[config.mk]
export PLATFORM = sky130hd
export DESIGN_NAME = subset_enumerator
export DESIGN_NICKNAME = d
export VERILOG_FILES = /design/src/subenum_pkg.sv /design/src/subset_enumerator.sv /design/src/subenum_ctrl.sv /design/src/subenum_dp.sv
export SDC_FILE = /design/constraint.sdc
export NUM_CORES = 1
export LEC_CHECK = 0
export BUFFER_PORTS_ARGS = -buffer_cell sky130_fd_sc_hd__buf_2
export CAP_MARGIN = 40
export CELL_PAD_IN_SITES_DETAIL_PLACEMENT = 0
export CELL_PAD_IN_SITES_GLOBAL_PLACEMENT = 1
export CORE_MARGIN = 2
export CORE_UTILIZATION = 50
export CTS_CLUSTER_SIZE = 40
export DETAILED_ROUTE_END_ITERATION = 10
export GPL_TIMING_DRIVEN = 1
export PLACE_DENSITY_LB_ADDON = 0.1
export SYNTH_ARGS = -nofsm -noshare
export SYNTH_HDL_FRONTEND = slang
export SYNTH_SLANG_ARGS = --single-unit
[constraint.sdc]
create_clock -name clk -period 6.3 [get_ports clk]
set_input_delay 0.63 -clock clk [delete_from_list [all_inputs] [get_ports clk]]
set_output_delay 0.63 -clock clk [all_outputs]
set_load 0.05 [all_outputs]
[src/subenum_pkg.sv]
`default_nettype none

package subenum_pkg;

    // Largest set handled; element and size fields are 5 bits wide
    localparam int MAX_SET = 16;
    localparam int IDX_W   = $clog2(MAX_SET);
    localparam int ELEM_W  = 5;

    // Controller states, one-hot
    typedef enum logic [2:0] {
        ST_IDLE = 3'b001,
        ST_EMIT = 3'b010,
        ST_ADV  = 3'b100
    } state_t;

    // Commands from controller to datapath
    typedef struct packed {
        logic start;      // request transaction accepted
        logic emit;       // load one result beat into the output register
        logic advance;    // step to the next subset
        logic cfg_write;  // write set_size and restart
    } ctrl_cmd_t;

    // Status from datapath to controller
    typedef struct packed {
        logic done;       // every subset already emitted
        logic last_beat;  // current beat is the last of the subset
        logic out_free;   // output register can take a beat this cycle
    } dp_status_t;

endpackage

`default_nettype wire

[src/subset_enumerator.sv]
// Lexicographic combination generator over {1..n}, sizes 1 to n in turn.
// A request is accepted in ST_IDLE; ST_EMIT then loads one beat per cycle into
// the output register while it is free, and ST_ADV steps to the next subset.
// An exhausted request emits a single beat; new requests wait for ST_IDLE.
// Reset: asynchronous, active low; n = 1, enumeration at subset {1}.
`default_nettype none

module subset_enumerator
    import subenum_pkg::*;
(
    input  wire logic              clk,
    input  wire logic              rst_n,
    input  wire logic              in_valid,
    output logic                   in_ready,
    input  wire logic              restart,
    input  wire logic              cfg_valid,
    output logic                   cfg_ready,
    input  wire logic [ELEM_W-1:0] set_size,
    output logic                   out_valid,
    input  wire logic              out_ready,
    output logic [ELEM_W-1:0]      element,
    output logic [ELEM_W-1:0]      subset_size,
    output logic                   last_of_subset,
    output logic                   exhausted
);

    ctrl_cmd_t  cmd;
    dp_status_t status;

    // Request sequencing
    subenum_ctrl u_ctrl (
        .clk       (clk),
        .rst_n     (rst_n),
        .in_valid  (in_valid),
        .in_ready  (in_ready),
        .cfg_valid (cfg_valid),
        .cfg_ready (cfg_ready),
        .status    (status),
        .cmd       (cmd)
    );

    // Index state and output register
    subenum_dp u_dp (
        .clk            (clk),
        .rst_n          (rst_n),
        .cmd            (cmd),
        .restart        (restart),
        .set_size       (set_size),
        .status         (status),
        .out_valid      (out_valid),
        .out_ready      (out_ready),
        .element        (element),
        .subset_size    (subset_size),
        .last_of_subset (last_of_subset),
        .exhausted      (exhausted)
    );

endmodule

`default_nettype wire

[src/subenum_ctrl.sv]
`default_nettype none

module subenum_ctrl
    import subenum_pkg::*;
(
    input  wire logic       clk,
    input  wire logic       rst_n,
    input  wire logic       in_valid,
    output logic            in_ready,
    input  wire logic       cfg_valid,
    output logic            cfg_ready,
    input  wire dp_status_t status,
    output ctrl_cmd_t       cmd
);

    state_t state_reg;
    state_t state_next;

    // Hold the state
    always_ff @(posedge clk or negedge rst_n)
    begin
        if (!rst_n)
        begin
            state_reg <= ST_IDLE;
        end
        else
        begin
            state_reg <= state_next;
        end
    end

    // Sequence requests: accept (a config write wins), emit the run, advance unless exhausted
    always_comb
    begin
        state_next    = state_reg;
        cmd           = '0;
        in_ready      = 1'b0;
        cfg_ready     = 1'b0;
        unique case (state_reg)
            ST_IDLE:
            begin
                cfg_ready = 1'b1;
                in_ready  = !cfg_valid;
                if (cfg_valid)
                begin
                    cmd.cfg_write = 1'b1;
                end
                else if (in_valid)
                begin
                    cmd.start  = 1'b1;
                    state_next = ST_EMIT;
                end
            end
            ST_EMIT:
            begin
                if (status.out_free)
                begin
                    cmd.emit = 1'b1;
                    if (status.done)
                    begin
                        state_next = ST_IDLE;
                    end
                    else if (status.last_beat)
                    begin
                        state_next = ST_ADV;
                    end
                end
            end
            ST_ADV:
            begin
                cmd.advance = 1'b1;
                state_next  = ST_IDLE;
            end
            default:
            begin
                state_next = ST_IDLE;
            end
        endcase
    end

endmodule

`default_nettype wire

[src/subenum_dp.sv]
`default_nettype none

module subenum_dp
    import subenum_pkg::*;
(
    input  wire logic              clk,
    input  wire logic              rst_n,
    input  wire ctrl_cmd_t         cmd,
    input  wire logic              restart,
    input  wire logic [ELEM_W-1:0] set_size,
    output dp_status_t             status,
    output logic                   out_valid,
    input  wire logic              out_ready,
    output logic [ELEM_W-1:0]      element,
    output logic [ELEM_W-1:0]      subset_size,
    output logic                   last_of_subset,
    output logic                   exhausted
);

    logic [ELEM_W-1:0] set_size_reg;
    logic [IDX_W-1:0]  idx_reg [MAX_SET];
    logic [IDX_W-1:0]  idx_next [MAX_SET];
    logic [ELEM_W-1:0] cur_size_reg;
    logic [ELEM_W-1:0] cur_size_next;
    logic              done_reg;
    logic              done_next;
    logic [IDX_W-1:0]  k_reg;
    logic              found_reg;
    logic [IDX_W-1:0]  pivot_reg;
    logic [IDX_W-1:0]  pivot_val_reg;

    logic              out_valid_reg;
    logic [ELEM_W-1:0] element_reg;
    logic [ELEM_W-1:0] subset_size_reg;
    logic              last_reg;
    logic              exhausted_reg;

    logic [ELEM_W-1:0] n_eff;
    logic [ELEM_W-1:0] r_eff;
    logic [IDX_W-1:0]  idx_cur;
    logic [ELEM_W-1:0] grow_limit;
    logic              can_grow;
    logic              last_beat;
    logic              out_free;
    logic              start_over;

    // Clamp n to 1..MAX_SET and the size to n
    always_comb
    begin
        priority if (set_size_reg == '0)
        begin
            n_eff = ELEM_W'(1);
        end
        else if (set_size_reg > ELEM_W'(MAX_SET))
        begin
            n_eff = ELEM_W'(MAX_SET);
        end
        else
        begin
            n_eff = set_size_reg;
        end
        r_eff = (cur_size_reg > n_eff) ? n_eff : cur_size_reg;
    end

    // Current index and its pivot test: idx[k] < n - r + k
    assign idx_cur    = idx_reg[k_reg];
    assign grow_limit = n_eff - r_eff + ELEM_W'(k_reg);
    assign can_grow   = ELEM_W'(idx_cur) < grow_limit;
    assign last_beat  = (ELEM_W'(k_reg) + ELEM_W'(1)) == r_eff;
    assign out_free   = !out_valid_reg || out_ready;
    assign start_over = cmd.cfg_write || (cmd.start && restart);

    assign status.done      = done_reg;
    assign status.last_beat = last_beat;
    assign status.out_free  = out_free;

    // Next enumeration state
    always_comb
    begin
        for (int j = 0; j < MAX_SET; j++)
        begin
            idx_next[j] = idx_reg[j];
        end
        cur_size_next = cur_size_reg;
        done_next     = done_reg;
        if (start_over)
        begin
            for (int j = 0; j < MAX_SET; j++)
            begin
                idx_next[j] = IDX_W'(j);
            end
            cur_size_next = ELEM_W'(1);
            done_next     = 1'b0;
        end
        else if (cmd.advance)
        begin
            if (found_reg)
            begin
                // Bump the pivot and refill the tail with consecutive values
                for (int j = 0; j < MAX_SET; j++)
                begin
                    if ((ELEM_W'(j) >= ELEM_W'(pivot_reg)) && (ELEM_W'(j) < r_eff))
                    begin
                        idx_next[j] = IDX_W'(ELEM_W'(pivot_val_reg) + ELEM_W'(j)
                                      + ELEM_W'(1) - ELEM_W'(pivot_reg));
                    end
                end
            end
            else if (r_eff >= n_eff)
            begin
                done_next = 1'b1;
            end
            else
            begin
                cur_size_next = r_eff + ELEM_W'(1);
                for (int j = 0; j < MAX_SET; j++)
                begin
                    idx_next[j] = IDX_W'(j);
                end
            end
        end
    end

    // Enumeration registers
    always_ff @(posedge clk or negedge rst_n)
    begin
        if (!rst_n)
        begin
            set_size_reg <= ELEM_W'(1);
            for (int j = 0; j < MAX_SET; j++)
            begin
                idx_reg[j] <= IDX_W'(j);
            end
            cur_size_reg  <= ELEM_W'(1);
            done_reg      <= 1'b0;
            k_reg         <= '0;
            found_reg     <= 1'b0;
            pivot_reg     <= '0;
            pivot_val_reg <= '0;
        end
        else
        begin
            if (cmd.cfg_write)
            begin
                set_size_reg <= set_size;
            end
            for (int j = 0; j < MAX_SET; j++)
            begin
                idx_reg[j] <= idx_next[j];
            end
            cur_size_reg <= cur_size_next;
            done_reg     <= done_next;
            if (cmd.start)
            begin
                k_reg     <= '0;
                found_reg <= 1'b0;
            end
            else if (cmd.emit)
            begin
                k_reg <= k_reg + IDX_W'(1);
                // Rightmost growable index wins, as the scan is ascending
                if (can_grow)
                begin
                    found_reg     <= 1'b1;
                    pivot_reg     <= k_reg;
                    pivot_val_reg <= idx_cur;
                end
            end
        end
    end

    // Output register: load a beat, drop it once taken
    always_ff @(posedge clk or negedge rst_n)
    begin
        if (!rst_n)
        begin
            out_valid_reg   <= 1'b0;
            element_reg     <= '0;
            subset_size_reg <= '0;
            last_reg        <= 1'b0;
            exhausted_reg   <= 1'b0;
        end
        else if (cmd.emit)
        begin
            out_valid_reg <= 1'b1;
            if (done_reg)
            begin
                element_reg     <= '0;
                subset_size_reg <= '0;
                last_reg        <= 1'b0;
                exhausted_reg   <= 1'b1;
            end
            else
            begin
                element_reg     <= ELEM_W'(idx_cur) + ELEM_W'(1);
                subset_size_reg <= r_eff;
                last_reg        <= last_beat;
                exhausted_reg   <= 1'b0;
            end
        end
        else if (out_ready)
        begin
            out_valid_reg <= 1'b0;
        end
    end

    assign out_valid      = out_valid_reg;
    assign element        = element_reg;
    assign subset_size    = subset_size_reg;
    assign last_of_subset = last_reg;
    assign exhausted      = exhausted_reg;

endmodule

`default_nettype wire

==> run summary, run 1 <==
=================================================================================================
Pre-CTS worst setup slack ..........................................................     0.954 ns
DP HPWL ............................................................................      13.8 mm
Maximum number of pins on one net before global-route repair .......................           61
Setup TNS ..........................................................................         0 ns
Routed wirelength normalized by instance count ..................................... 21.5 microns
I/O pin count ......................................................................           26
CTS Sinks ..........................................................................          104
Fraction of synthesized cell area in xor and xnor cells ............................       0.0431
Clock tree from TritonCTS ..........................................................          yes
Die Ht .............................................................................  120 microns
Number of distinct library cell variants in the gate-level netlist after synthesis .           69
Via count of the first global-routing pass .........................................        5,257
Final non-filler cell area ......................................................... 0.00727 sq mm
Post-CTS Repair Setup Buffers ......................................................            0
Proportion of synthesized area in mux cells ........................................       0.0889
Most used flip-flop cell after synthesis ........................................... sky130_fd_sc_hd__dfrtp_1
RSZ-0062 raised after global routing ...............................................        false
Max-capacitance violation count ....................................................            0
Clock latency on the worst-skew pair ...............................................      0.36 ns
Final cell utilization of the core .................................................        0.551
Netlist Area Pre-Place ............................................................. 0.00671 sq mm
Area fraction in compound gates after synthesis ....................................        0.193
Max-slew violation total from the final report .....................................            0
Number of placement rows ...........................................................           42
DIE WIDTH ..........................................................................  120 microns
Path type of the worst setup path .................................................. flop to flop
Placed Area ........................................................................ 0.00698 sq mm
Final count of negative-setup-slack endpoints ......................................            0
Number of warnings printed during yosys synthesis ..................................            0
Number of iterations in the first detailed-routing pass ............................            5
Share of the cycle needed by the critical path after routing .......................        0.860
Via count ..........................................................................        5,140
Share of the yosys chip area belonging to registers ................................        0.394
Largest clock skew in the final design .............................................   0.00716 ns
Antenna diode instance count .......................................................            0
Final Hold Vio Count ...............................................................            0
Area Overhead vs Synth .............................................................        8.31%
Quantity of I/O buffers inserted on ports ..........................................           25
Via/cell ratio .....................................................................         6.05
Starting density of the core .......................................................        0.509
Required time worst endpoint .......................................................      6.55 ns
Initial DRC Count ..................................................................          405
DRC Markers ........................................................................            0
Post-Route WL ......................................................................      18.2 mm
Clock-pin slew of the registers on the worst-case setup and hold paths .............      0.07 ns
Highest clock rate .................................................................      185 MHz
Crit path time final ...............................................................      5.42 ns
Arrival time of the worst setup path ...............................................      5.67 ns
Global-route total usage across every layer ........................................        0.272
Cts repair resizes .................................................................            0
Ys async rst share .................................................................         1.00
Worst Slack Setup Final ............................................................     0.880 ns
Last weighted congestion value of the routability-driven placer ....................        0.926
Flip-flop count of the largest register, all copies and words added ................           64
Die outline area ................................................................... 0.0144 sq mm
Type of origin of the critical path ................................................         flop
Total grt overflow .................................................................            0
Worst-margin pin slew ..............................................................     0.823 ns
Core footprint ..................................................................... 0.0132 sq mm
Post-synthesis simple-gate area fraction ...........................................        0.111
Number of antenna violations at the first check in global routing ..................            0
Number of nets in the layout .......................................................          734
Outcome ............................................................................    completed
Worst max-slew margin expressed relative to the limit ..............................        0.451
Number of nets in the synthesized netlist ..........................................          721
Adder and majority gate portion of the synthesized area ............................        0.122
First-pass GRT wire length .........................................................      29.5 mm
#FFs+latches synth .................................................................          104
Type of the most critical hold path ................................................ primary input to async pin
Hold_buf cts .......................................................................            0
Critical Path Sink Type ............................................................         flop
CTS Buf Count ......................................................................            9
Residual antenna-violating net count after detailed routing ........................            0
Max Root-Sink Buffers ..............................................................            2
Combinational family with the most area after synthesis ............................ compound AO/OA/AOI/OAI gates
Total number of H-tree levels ......................................................            3
Cell count after synthesis .........................................................          655
Share of layout cells above drive strength 1 .......................................        0.184
EDFF count, synth ..................................................................            0
Syn avg cell area ..................................................................   10.2 sq um
Crit Path Max Fanout ...............................................................           14
Clock root buffer .................................................................. sky130_fd_sc_hd__clkbuf_16
=================================================================================================
==> layout by cell type (no fill, tap or decap), drive strengths merged, types with 15 or more instances in the layout <==
| cell | count |
|---|---|
| a21oi | 27 |
| buf | 30 |
| dfrtp | 69 |
| dfstp | 35 |
| fa | 17 |
| ha | 38 |
| inv | 55 |
| mux2i | 24 |
| nand2 | 71 |
| nor2 | 38 |
| o21ai | 41 |
| xnor2 | 18 |
| xor2 | 15 |
==> per-stage QoR <==
stage | std cells | hold WS [ns]
floorplan | 655 | 0.334
global placement | 831 | 0.448
detailed placement | 833 | 0.452
CTS | 849 | 0.380
global route | 849 | 0.381
finish | 849 | 0.332
==> critical path, cell delays in order (launching register included) <==
cell,delay [ns]
sky130_fd_sc_hd__dfrtp_1,0.50
sky130_fd_sc_hd__nor2b_1,0.39
sky130_fd_sc_hd__inv_1,0.12
sky130_fd_sc_hd__ha_1,0.29
sky130_fd_sc_hd__and3_1,0.21
sky130_fd_sc_hd__and3_4,0.20
sky130_fd_sc_hd__a21oi_4,0.40
sky130_fd_sc_hd__mux2_2,0.46
sky130_fd_sc_hd__ha_1,0.32
sky130_fd_sc_hd__inv_1,0.05
sky130_fd_sc_hd__ha_1,0.20
sky130_fd_sc_hd__fa_1,0.41
sky130_fd_sc_hd__xnor2_1,0.15
sky130_fd_sc_hd__ha_1,0.29
sky130_fd_sc_hd__a211o_1,0.26
sky130_fd_sc_hd__o221ai_1,0.18
sky130_fd_sc_hd__nand3_1,0.44
sky130_fd_sc_hd__mux2_2,0.45
==> layer usage <==
layer,GRT usage,share of wire,vias to the layer above
met3,0.0456,0.044,20
met5,0,0,-
met2,0.446,0.49,132
met1,0.370,0.45,2614
li1,-,-,2374
met4,0.0897,0.025,0
==> logic make-up (layout without fill, tap and decap cells) <==
logic type	after synthesis	in the layout
fa+ha+maj	55	55
mux	46	46
buf+inv	81	99
compound gates	175	175
xor+xnor	33	33
flops	104	104
simple gates	161	161
==> path summary, 6_finish.rpt <==
kind,startpoint,endpoint,slack [ns],cells past startpoint
worst max-delay path,u_dp.set_size_reg[4]$_DFFE_PN0P_,u_dp.pivot_val_reg[3]$_DFFE_PN0P_,0.88,17
worst min-delay path,rst_n,u_dp.set_size_reg[4]$_DFFE_PN0P_,0.33,1
worst max register to register,u_dp.set_size_reg[4]$_DFFE_PN0P_,u_dp.pivot_val_reg[3]$_DFFE_PN0P_,0.88,17
worst min register to register,u_dp.idx_reg[14]$_DFFE_PN1P_,u_dp.idx_reg[14]$_DFFE_PN1P_,0.47,2
max in group asynchronous,rst_n,u_dp.idx_reg[11]$_DFFE_PN1P_,4.87,2
min in group clk,u_dp.idx_reg[14]$_DFFE_PN1P_,u_dp.idx_reg[14]$_DFFE_PN1P_,0.47,2
==> cells in the mapped netlist (all sizes together) (2+ instances only) <==
library cell,n,share of area
dfrtp,69,0.26
ha,38,0.071
o2bb2ai,2,0.0035
xnor2,18,0.023
mux2,14,0.025
dfstp,35,0.14
mux4,8,0.027
or2,2,0.0019
a221oi,9,0.013
a22oi,6,0.0067
nor3b,4,0.0045
o32ai,2,0.0026
clkbuf,19,0.011
nand3,14,0.010
o32a,5,0.0075
nor2,38,0.022
a32oi,3,0.0039
nor2b,5,0.0047
a2bb2oi,5,0.0065
a32o,11,0.016
fa,17,0.051
o21ai,41,0.031
o22a,11,0.014
nand2,71,0.040
buf,9,0.0080
nor3,4,0.0030
xor2,15,0.020
a21oi,27,0.022
and3,4,0.0045
o31ai,4,0.0052
a31oi,7,0.0065
mux2i,24,0.037
a21o,14,0.016
o21a,5,0.0056
nor4b,2,0.0048
a22o,8,0.010
o22ai,4,0.0037
nand2b,12,0.011
and2,3,0.0028
inv,53,0.030
==> cell type report <==
cell class	instances	area, sq um
inverters	53	199
flip-flops and latches	104	2650
clock inverters	6	51.3
fillers	1216	5920
well taps	176	220
repair buffers	30	173
clock buffers	10	239
multi-input cells	470	3740
Power of run 1 is left out: the tool's default activity adds up to more than one toggle a clock period on the data nets, which glitch-free logic cannot reach.
==> run 2, diff against run 1 <==
--- a/config.mk
+++ b/config.mk
@@ -15,6 +15,7 @@
 export DETAILED_ROUTE_END_ITERATION = 10
 export GPL_TIMING_DRIVEN = 1
 export PLACE_DENSITY_LB_ADDON = 0.1
+export RECOVER_POWER = 25
 export SYNTH_ARGS = -nofsm -noshare
 export SYNTH_HDL_FRONTEND = slang
 export SYNTH_SLANG_ARGS = --single-unit
==> run 2 against run 1 <==
The flow now finishes with violations (max-capacitance violations, max-slew violations). Non-clock buffer count stayed put. Largest cell class unchanged. First-iteration DRC count is 0.99% lower. Routed wire length hardly changed.
==> run summary, run 2 (synthesis results as in run 1) <==
=====================================================================================
Top delay family on crit path ..........................................  adder cells
Routed wirelength normalized by instance count ......................... 21.5 microns   about the same
DP HPWL ................................................................      13.8 mm   unchanged
Global-route total usage across every layer ............................        0.272   unchanged
Total grt overflow .....................................................            0   unchanged
Critical Path Max Stage Delay ..........................................      0.50 ns   about the same
Initial DRC Count ......................................................          401   -0.99%
Type of the most critical hold path .................................... flop to flop
Max-slew violation total from the final report .........................           61   +61
Via/cell ratio .........................................................         6.05   unchanged
Total number of H-tree levels ..........................................            3   unchanged
Flip-flop count of the largest register, all copies and words added ....           64   unchanged
Clock tree from TritonCTS ..............................................          yes
Max-capacitance violation count ........................................            1   +1
Final count of negative-setup-slack endpoints ..........................            0   unchanged
CTS Buf Count ..........................................................            9   unchanged
Number of iterations in the first detailed-routing pass ................            5   unchanged
First-pass GRT wire length .............................................      29.5 mm   unchanged
Violated checks ........................................................ max-capacitance violations, max-slew violations
Worst max-slew margin expressed relative to the limit ..................        -1.29   -1.74
Leading cell types in the layout, fill and taps excluded ............... sky130_fd_sc_hd__nand2_1 (71), sky130_fd_sc_hd__dfrtp_1 (69), sky130_fd_sc_hd__inv_1 (49)
Share of the cycle needed by the critical path after routing ...........        0.860   about the same
Die outline area ....................................................... 0.0144 sq mm   unchanged
Type of origin of the critical path ....................................         flop
Via count of the first global-routing pass .............................        5,257   unchanged
DRC Markers ............................................................            0   unchanged
Critical Path Sink Type ................................................         flop
Cts repair resizes .....................................................            0   unchanged
DIE WIDTH ..............................................................  120 microns   unchanged
Number of placement rows ...............................................           42   unchanged
Quantity of I/O buffers inserted on ports ..............................           25   unchanged
Required time worst endpoint ...........................................      6.55 ns   about the same
Clock-pin slew of the registers on the worst-case setup and hold paths .      0.07 ns   about the same
Number of buffers and inverters on the critical path ...................            2   unchanged
Hold_buf cts ...........................................................            0   unchanged
Cells along the critical path .......................................... nor2b_1 -> inv_1 -> ha_1 -> and3_1 -> and3_4 -> a21oi_4 -> mux2_2 -> ha_1 -> inv_1 -> ha_1 -> fa_1 -> xnor2_1 -> ha_1 -> a211o_1 -> o221ai_1 -> nand3_1 -> mux2_2
Clock root buffer ...................................................... sky130_fd_sc_hd__clkbuf_16
I/O pin count ..........................................................           26   unchanged
Antenna diode instance count ...........................................            0   unchanged
CTS Sinks ..............................................................          104   unchanged
Placed Area ............................................................ 0.00698 sq mm   unchanged
Worst-margin pin slew ..................................................      3.43 ns   +2.61 ns
Share of layout cells above drive strength 1 ...........................        0.183   -0.00149
Area Overhead vs Synth .................................................        8.26%   about the same
Arrival time of the worst setup path ...................................      5.67 ns   about the same
Outcome ................................................................ complete, but fails checks
Die Ht .................................................................  120 microns   unchanged
Setup TNS ..............................................................         0 ns   unchanged
Crit Path Max Fanout ...................................................           14   unchanged
Most frequent cell on the critical path ................................ sky130_fd_sc_hd__ha_1
Core footprint ......................................................... 0.0132 sq mm   unchanged
Largest clock skew in the final design .................................   0.00716 ns   -0.00000347 ns
Final non-filler cell area ............................................. 0.00727 sq mm   about the same
Last weighted congestion value of the routability-driven placer ........        0.926   unchanged
Final Hold Vio Count ...................................................            0   unchanged
Area occupied by registers ............................................. 0.00265 sq mm   unchanged
Max Root-Sink Buffers ..................................................            2   unchanged
Post-CTS Repair Setup Buffers ..........................................            0   unchanged
Number of nets in the layout ...........................................          734   unchanged
Maximum number of pins on one net before global-route repair ...........           61   unchanged
Crit path time final ...................................................      5.42 ns   +0.000294 ns
Max stage delay cell, worst path ....................................... sky130_fd_sc_hd__dfrtp_1
Clock latency on the worst-skew pair ...................................      0.36 ns   about the same
Residual antenna-violating net count after detailed routing ............            0   unchanged
Highest clock rate .....................................................      185 MHz   about the same
Area occupied by multi-input gates ..................................... 0.00374 sq mm   unchanged
Hold Worst Slack .......................................................     0.465 ns   +0.133 ns
Number of antenna violations at the first check in global routing ......            0   unchanged
Commonest non-fill, non-tap cell in the layout ......................... sky130_fd_sc_hd__nand2_1
Path type of the worst setup path ...................................... flop to flop
Filler cell count ......................................................        1,217   +0.082%
Starting density of the core ...........................................        0.509   unchanged
RSZ-0062 raised after global routing ...................................        false
Via count ..............................................................        5,140   unchanged
Post-Route WL ..........................................................      18.2 mm   about the same
=====================================================================================
run 2: final cells by class:
type,count,area share
sequential,104,0.364
inverter,53,0.0274
multi-input combinational,470,0.515
timing repair buffer,30,0.0232
clock inverter,6,0.00706
tap,176,0.0303
clock buffer,10,0.0329
run 2: tightest hold or removal path, stage by stage (launching register included):
cell	delay (ns)
sky130_fd_sc_hd__dfstp_2	0.37
sky130_fd_sc_hd__inv_1	0.04
sky130_fd_sc_hd__a2bb2oi_1	0.05
run 2: path summary, 6_finish.rpt:
| check | startpoint | endpoint | slack, ns | depth (start not counted) |
|---|---|---|---|---|
| worst max-delay path | u_dp.set_size_reg[4]$_DFFE_PN0P_ | u_dp.pivot_val_reg[3]$_DFFE_PN0P_ | 0.88 | 17 |
| worst min-delay path | u_dp.idx_reg[14]$_DFFE_PN1P_ | u_dp.idx_reg[14]$_DFFE_PN1P_ | 0.47 | 2 |
| worst max register to register | u_dp.set_size_reg[4]$_DFFE_PN0P_ | u_dp.pivot_val_reg[3]$_DFFE_PN0P_ | 0.88 | 17 |
| worst min register to register | u_dp.idx_reg[14]$_DFFE_PN1P_ | u_dp.idx_reg[14]$_DFFE_PN1P_ | 0.47 | 2 |
| max in group asynchronous | rst_n | u_dp.idx_reg[11]$_DFFE_PN1P_ | 2.90 | 2 |
| min in group asynchronous | rst_n | u_dp.set_size_reg[4]$_DFFE_PN0P_ | 1.41 | 1 |
run 2: per-layer routing:
| metal | vias to the layer above | wire [microns] | track usage |
|---|---|---|---|
| li1 | 2374 | - | - |
| met1 | 2612 | 8120 | 0.370 |
| met2 | 134 | 8850 | 0.446 |
| met3 | 20 | 805 | 0.0456 |
| met4 | 0 | 463 | 0.0897 |
| met5 | - | 0 | 0 |
run 2: metrics by stage:
step	util	cells	setup WS, ns
after global routing	0.551	849	0.468
after detailed placement	0.529	833	0.954
after CTS	0.551	849	0.912
after global placement	0.528	831	1.12
after floorplan	-	655	1.68
final	0.551	849	0.880
Power of run 2 is left out for the same reason.
==> run 3, diff against run 2 <==
--- a/config.mk
+++ b/config.mk
@@ -5,14 +5,14 @@
 export SDC_FILE = /design/constraint.sdc
 export NUM_CORES = 1
 export LEC_CHECK = 0
-export BUFFER_PORTS_ARGS = -buffer_cell sky130_fd_sc_hd__buf_2
 export CAP_MARGIN = 40
 export CELL_PAD_IN_SITES_DETAIL_PLACEMENT = 0
 export CELL_PAD_IN_SITES_GLOBAL_PLACEMENT = 1
-export CORE_MARGIN = 2
-export CORE_UTILIZATION = 50
+export CORE_MARGIN = 4
+export CORE_UTILIZATION = 55
 export CTS_CLUSTER_SIZE = 40
 export DETAILED_ROUTE_END_ITERATION = 10
+export DONT_BUFFER_PORTS = 1
 export GPL_TIMING_DRIVEN = 1
 export PLACE_DENSITY_LB_ADDON = 0.1
 export RECOVER_POWER = 25
==> constraint.sdc (replaced) <==
create_clock -name clk -period 6.6 [get_ports clk]
set_input_delay 0.66 -clock clk [delete_from_list [all_inputs] [get_ports clk]]
set_output_delay 0.66 -clock clk [all_outputs]
set_load 0.05 [all_outputs]
==> run 3 against run 2 <==
The flow still finishes with violations (max-capacitance violations, max-slew violations). Critical path depth stayed put. Die area is 2.3% lower. Sequential share of layout area is 0.61 points higher. Clock skew is 0.00074 ns higher. Clock-buffer cell count stayed put. Worst hold slack worse by 0.33 ns. Final cell count is 6.1% lower. Flip-flop and latch count stayed put. Core utilization is 4.7 points higher. Critical path type unchanged.
==> run summary, run 3 (synthesis results as in run 1) <==
=====================================================================================
Outcome ................................................................ complete, but fails checks
Violated checks ........................................................ max-capacitance violations, max-slew violations
Max Root-Sink Buffers ..................................................            2   unchanged
Arrival time of the worst setup path ...................................      5.69 ns   +0.02 ns
Clock-pin slew of the registers on the worst-case setup and hold paths .      0.07 ns   about the same
Most frequent cell on the critical path ................................ sky130_fd_sc_hd__ha_1
Final count of negative-setup-slack endpoints ..........................            0   unchanged
Worst max-slew margin expressed relative to the limit ..................        -1.59   -0.305
Number of antenna violations at the first check in global routing ......            0   unchanged
Max stage delay cell, worst path ....................................... sky130_fd_sc_hd__fa_1
Critical Path Max Stage Delay ..........................................      0.53 ns   +0.03 ns
Share of layout cells above drive strength 1 ...........................        0.152   -0.0305
Via/cell ratio .........................................................         6.37   +5.1%
Final Hold Vio Count ...................................................            0   unchanged
Crit Path Max Fanout ...................................................           14   unchanged
Global-route total usage across every layer ............................        0.270   -0.00210
Post-Route WL ..........................................................      18.2 mm   -0.19%
Required time worst endpoint ...........................................      6.85 ns   +0.30 ns
Highest clock rate .....................................................      184 MHz   -0.46%
Path type of the worst setup path ...................................... flop to flop
Total number of H-tree levels ..........................................            3   unchanged
Last weighted congestion value of the routability-driven placer ........        0.913   -1.4%
Quantity of I/O buffers inserted on ports ..............................            0   -100%
RSZ-0062 raised after global routing ...................................        false
Commonest non-fill, non-tap cell in the layout ......................... sky130_fd_sc_hd__nand2_1
Post-CTS Repair Setup Buffers ..........................................            0   unchanged
Die Ht .................................................................  118 microns   -1.2%
Launch point of the critical path ...................................... u_dp.set_size_reg[4]$_DFFE_PN0P_
CTS Sinks ..............................................................          104   unchanged
Critical Path Sink Type ................................................         flop
Hold_buf cts ...........................................................            1   +1
Antenna diode instance count ...........................................            0   unchanged
Number of nets in the layout ...........................................          711   -3.1%
Largest clock skew in the final design .................................   0.00790 ns   +0.000742 ns
DRC Markers ............................................................            0   unchanged
Clock latency on the worst-skew pair ...................................      0.36 ns   about the same
Residual antenna-violating net count after detailed routing ............            0   unchanged
Cts repair resizes .....................................................            0   unchanged
Leading cell types in the layout, fill and taps excluded ............... sky130_fd_sc_hd__nand2_1 (71), sky130_fd_sc_hd__dfrtp_1 (69), sky130_fd_sc_hd__inv_1 (49)
Setup TNS ..............................................................         0 ns   unchanged
Worst reg-to-reg setup slack ...........................................      1.16 ns   +0.28 ns
Number of placement rows ...............................................           40   -4.8%
Area Overhead vs Synth .................................................        6.47%
Total grt overflow .....................................................            0   unchanged
Number of buffers and inverters on the critical path ...................            1   -1
Maximum number of pins on one net before global-route repair ...........           70   +15%
Core footprint ......................................................... 0.0120 sq mm   -9.3%
Type of the most critical hold path .................................... primary input to async pin
Initial DRC Count ......................................................          503   +25%
Top delay family on crit path ..........................................  adder cells
Reg-to-Reg Start ....................................................... u_dp.set_size_reg[4]$_DFFE_PN0P_
Type of origin of the critical path ....................................         flop
Die outline area ....................................................... 0.0140 sq mm   -2.3%
First-pass GRT wire length .............................................      29.1 mm   -1.1%
Number of iterations in the first detailed-routing pass ................            5   unchanged
Max-slew violation total from the final report .........................           70   +15%
Share of the cycle needed by the critical path after routing ...........        0.825   -0.0353
Crit path time final ...................................................      5.44 ns   +0.0248 ns
Starting density of the core ...........................................        0.561   +0.0523
Via count ..............................................................        5,073   -1.3%
CTS Buf Count ..........................................................            9   unchanged
DIE WIDTH ..............................................................  118 microns   -1.2%
Via count of the first global-routing pass .............................        5,205   -0.99%
DP HPWL ................................................................      13.4 mm   -2.8%
Max-capacitance violation count ........................................            1   unchanged
Routed wirelength normalized by instance count ......................... 22.8 microns   +6.3%
Capture instance of the worst register-to-register path ................ u_dp.pivot_reg[1]$_DFFE_PN0P_
Flip-flop count of the largest register, all copies and words added ....           64   unchanged
Worst R2R Path Depth ...................................................           17   unchanged
Worst-margin pin slew ..................................................      3.89 ns   +0.457 ns
Clock tree from TritonCTS ..............................................          yes
I/O pin count ..........................................................           26   unchanged
Clock root buffer ...................................................... sky130_fd_sc_hd__clkbuf_16
Cells along the critical path .......................................... nor2b_1 -> inv_1 -> ha_1 -> nor2b_1 -> o21ai_2 -> a21oi_4 -> mux2i_2 -> fa_1 -> ha_1 -> a21o_1 -> a21oi_1 -> xor2_1 -> ha_1 -> a211o_1 -> o221ai_1 -> nand3_1 -> mux2_2
=====================================================================================
-- run 3: cell count changes in the layout (fill, tap and decap cells not counted) --
cell | previous run | this run
sky130_fd_sc_hd__inv_8 | 1 | 0
sky130_fd_sc_hd__clkinvlp_4 | 0 | 1
sky130_fd_sc_hd__clkbuf_1 | 1 | 2
sky130_fd_sc_hd__buf_4 | 4 | 5
sky130_fd_sc_hd__clkbuf_8 | 1 | 0
sky130_fd_sc_hd__bufinv_16 | 0 | 2
sky130_fd_sc_hd__inv_6 | 1 | 2
sky130_fd_sc_hd__buf_2 | 24 | 0
sky130_fd_sc_hd__clkinv_4 | 3 | 0
-- run 3: area by class of cell --
class | instances | area [sq um]
fill | 1014 | 4810
sequential | 104 | 2650
tap | 147 | 184
multi-input combinational | 470 | 3740
inverter | 53 | 199
clock buffer | 10 | 229
timing repair buffer | 7 | 56.3
clock inverter | 6 | 90.1
-- run 3: layer usage --
metal | up-vias | wire [microns] | track usage
met5 | - | 0 | 0
met1 | 2571 | 7870 | 0.356
met4 | 0 | 710 | 0.114
met2 | 145 | 8850 | 0.440
li1 | 2317 | - | -
met3 | 40 | 769 | 0.0502
-- run 3: worst max-delay path by stage --
stage | to | slack (ns) | depth (start not counted)
floorplan | u_dp.pivot_val_reg[2]$_DFFE_PN0P_ | 1.98 | 21
global placement | u_dp.pivot_val_reg[3]$_DFFE_PN0P_ | 1.43 | 17
detailed placement | u_dp.pivot_reg[1]$_DFFE_PN0P_ | 1.19 | 17
CTS | u_dp.pivot_reg[1]$_DFFE_PN0P_ | 1.17 | 17
global route | u_dp.pivot_reg[1]$_DFFE_PN0P_ | 0.80 | 17
finish | u_dp.pivot_reg[1]$_DFFE_PN0P_ | 1.16 | 17
-- run 3: stage by stage --
stage                     instance area, sq um  utilization  instances  hold slack [ns]  setup WS (ns)
after floorplan                           6710            -        655            0.364           1.98
after global placement                    6790        0.567        776            0.367           1.43
after detailed placement                  6820        0.571        780            0.367           1.19
after CTS                                 7170        0.599        797            0.129           1.17
after global routing                      7150        0.597        797            0.124          0.797
final                                     7150        0.597        797            0.136           1.16
Power of run 3 is left out for the same reason.
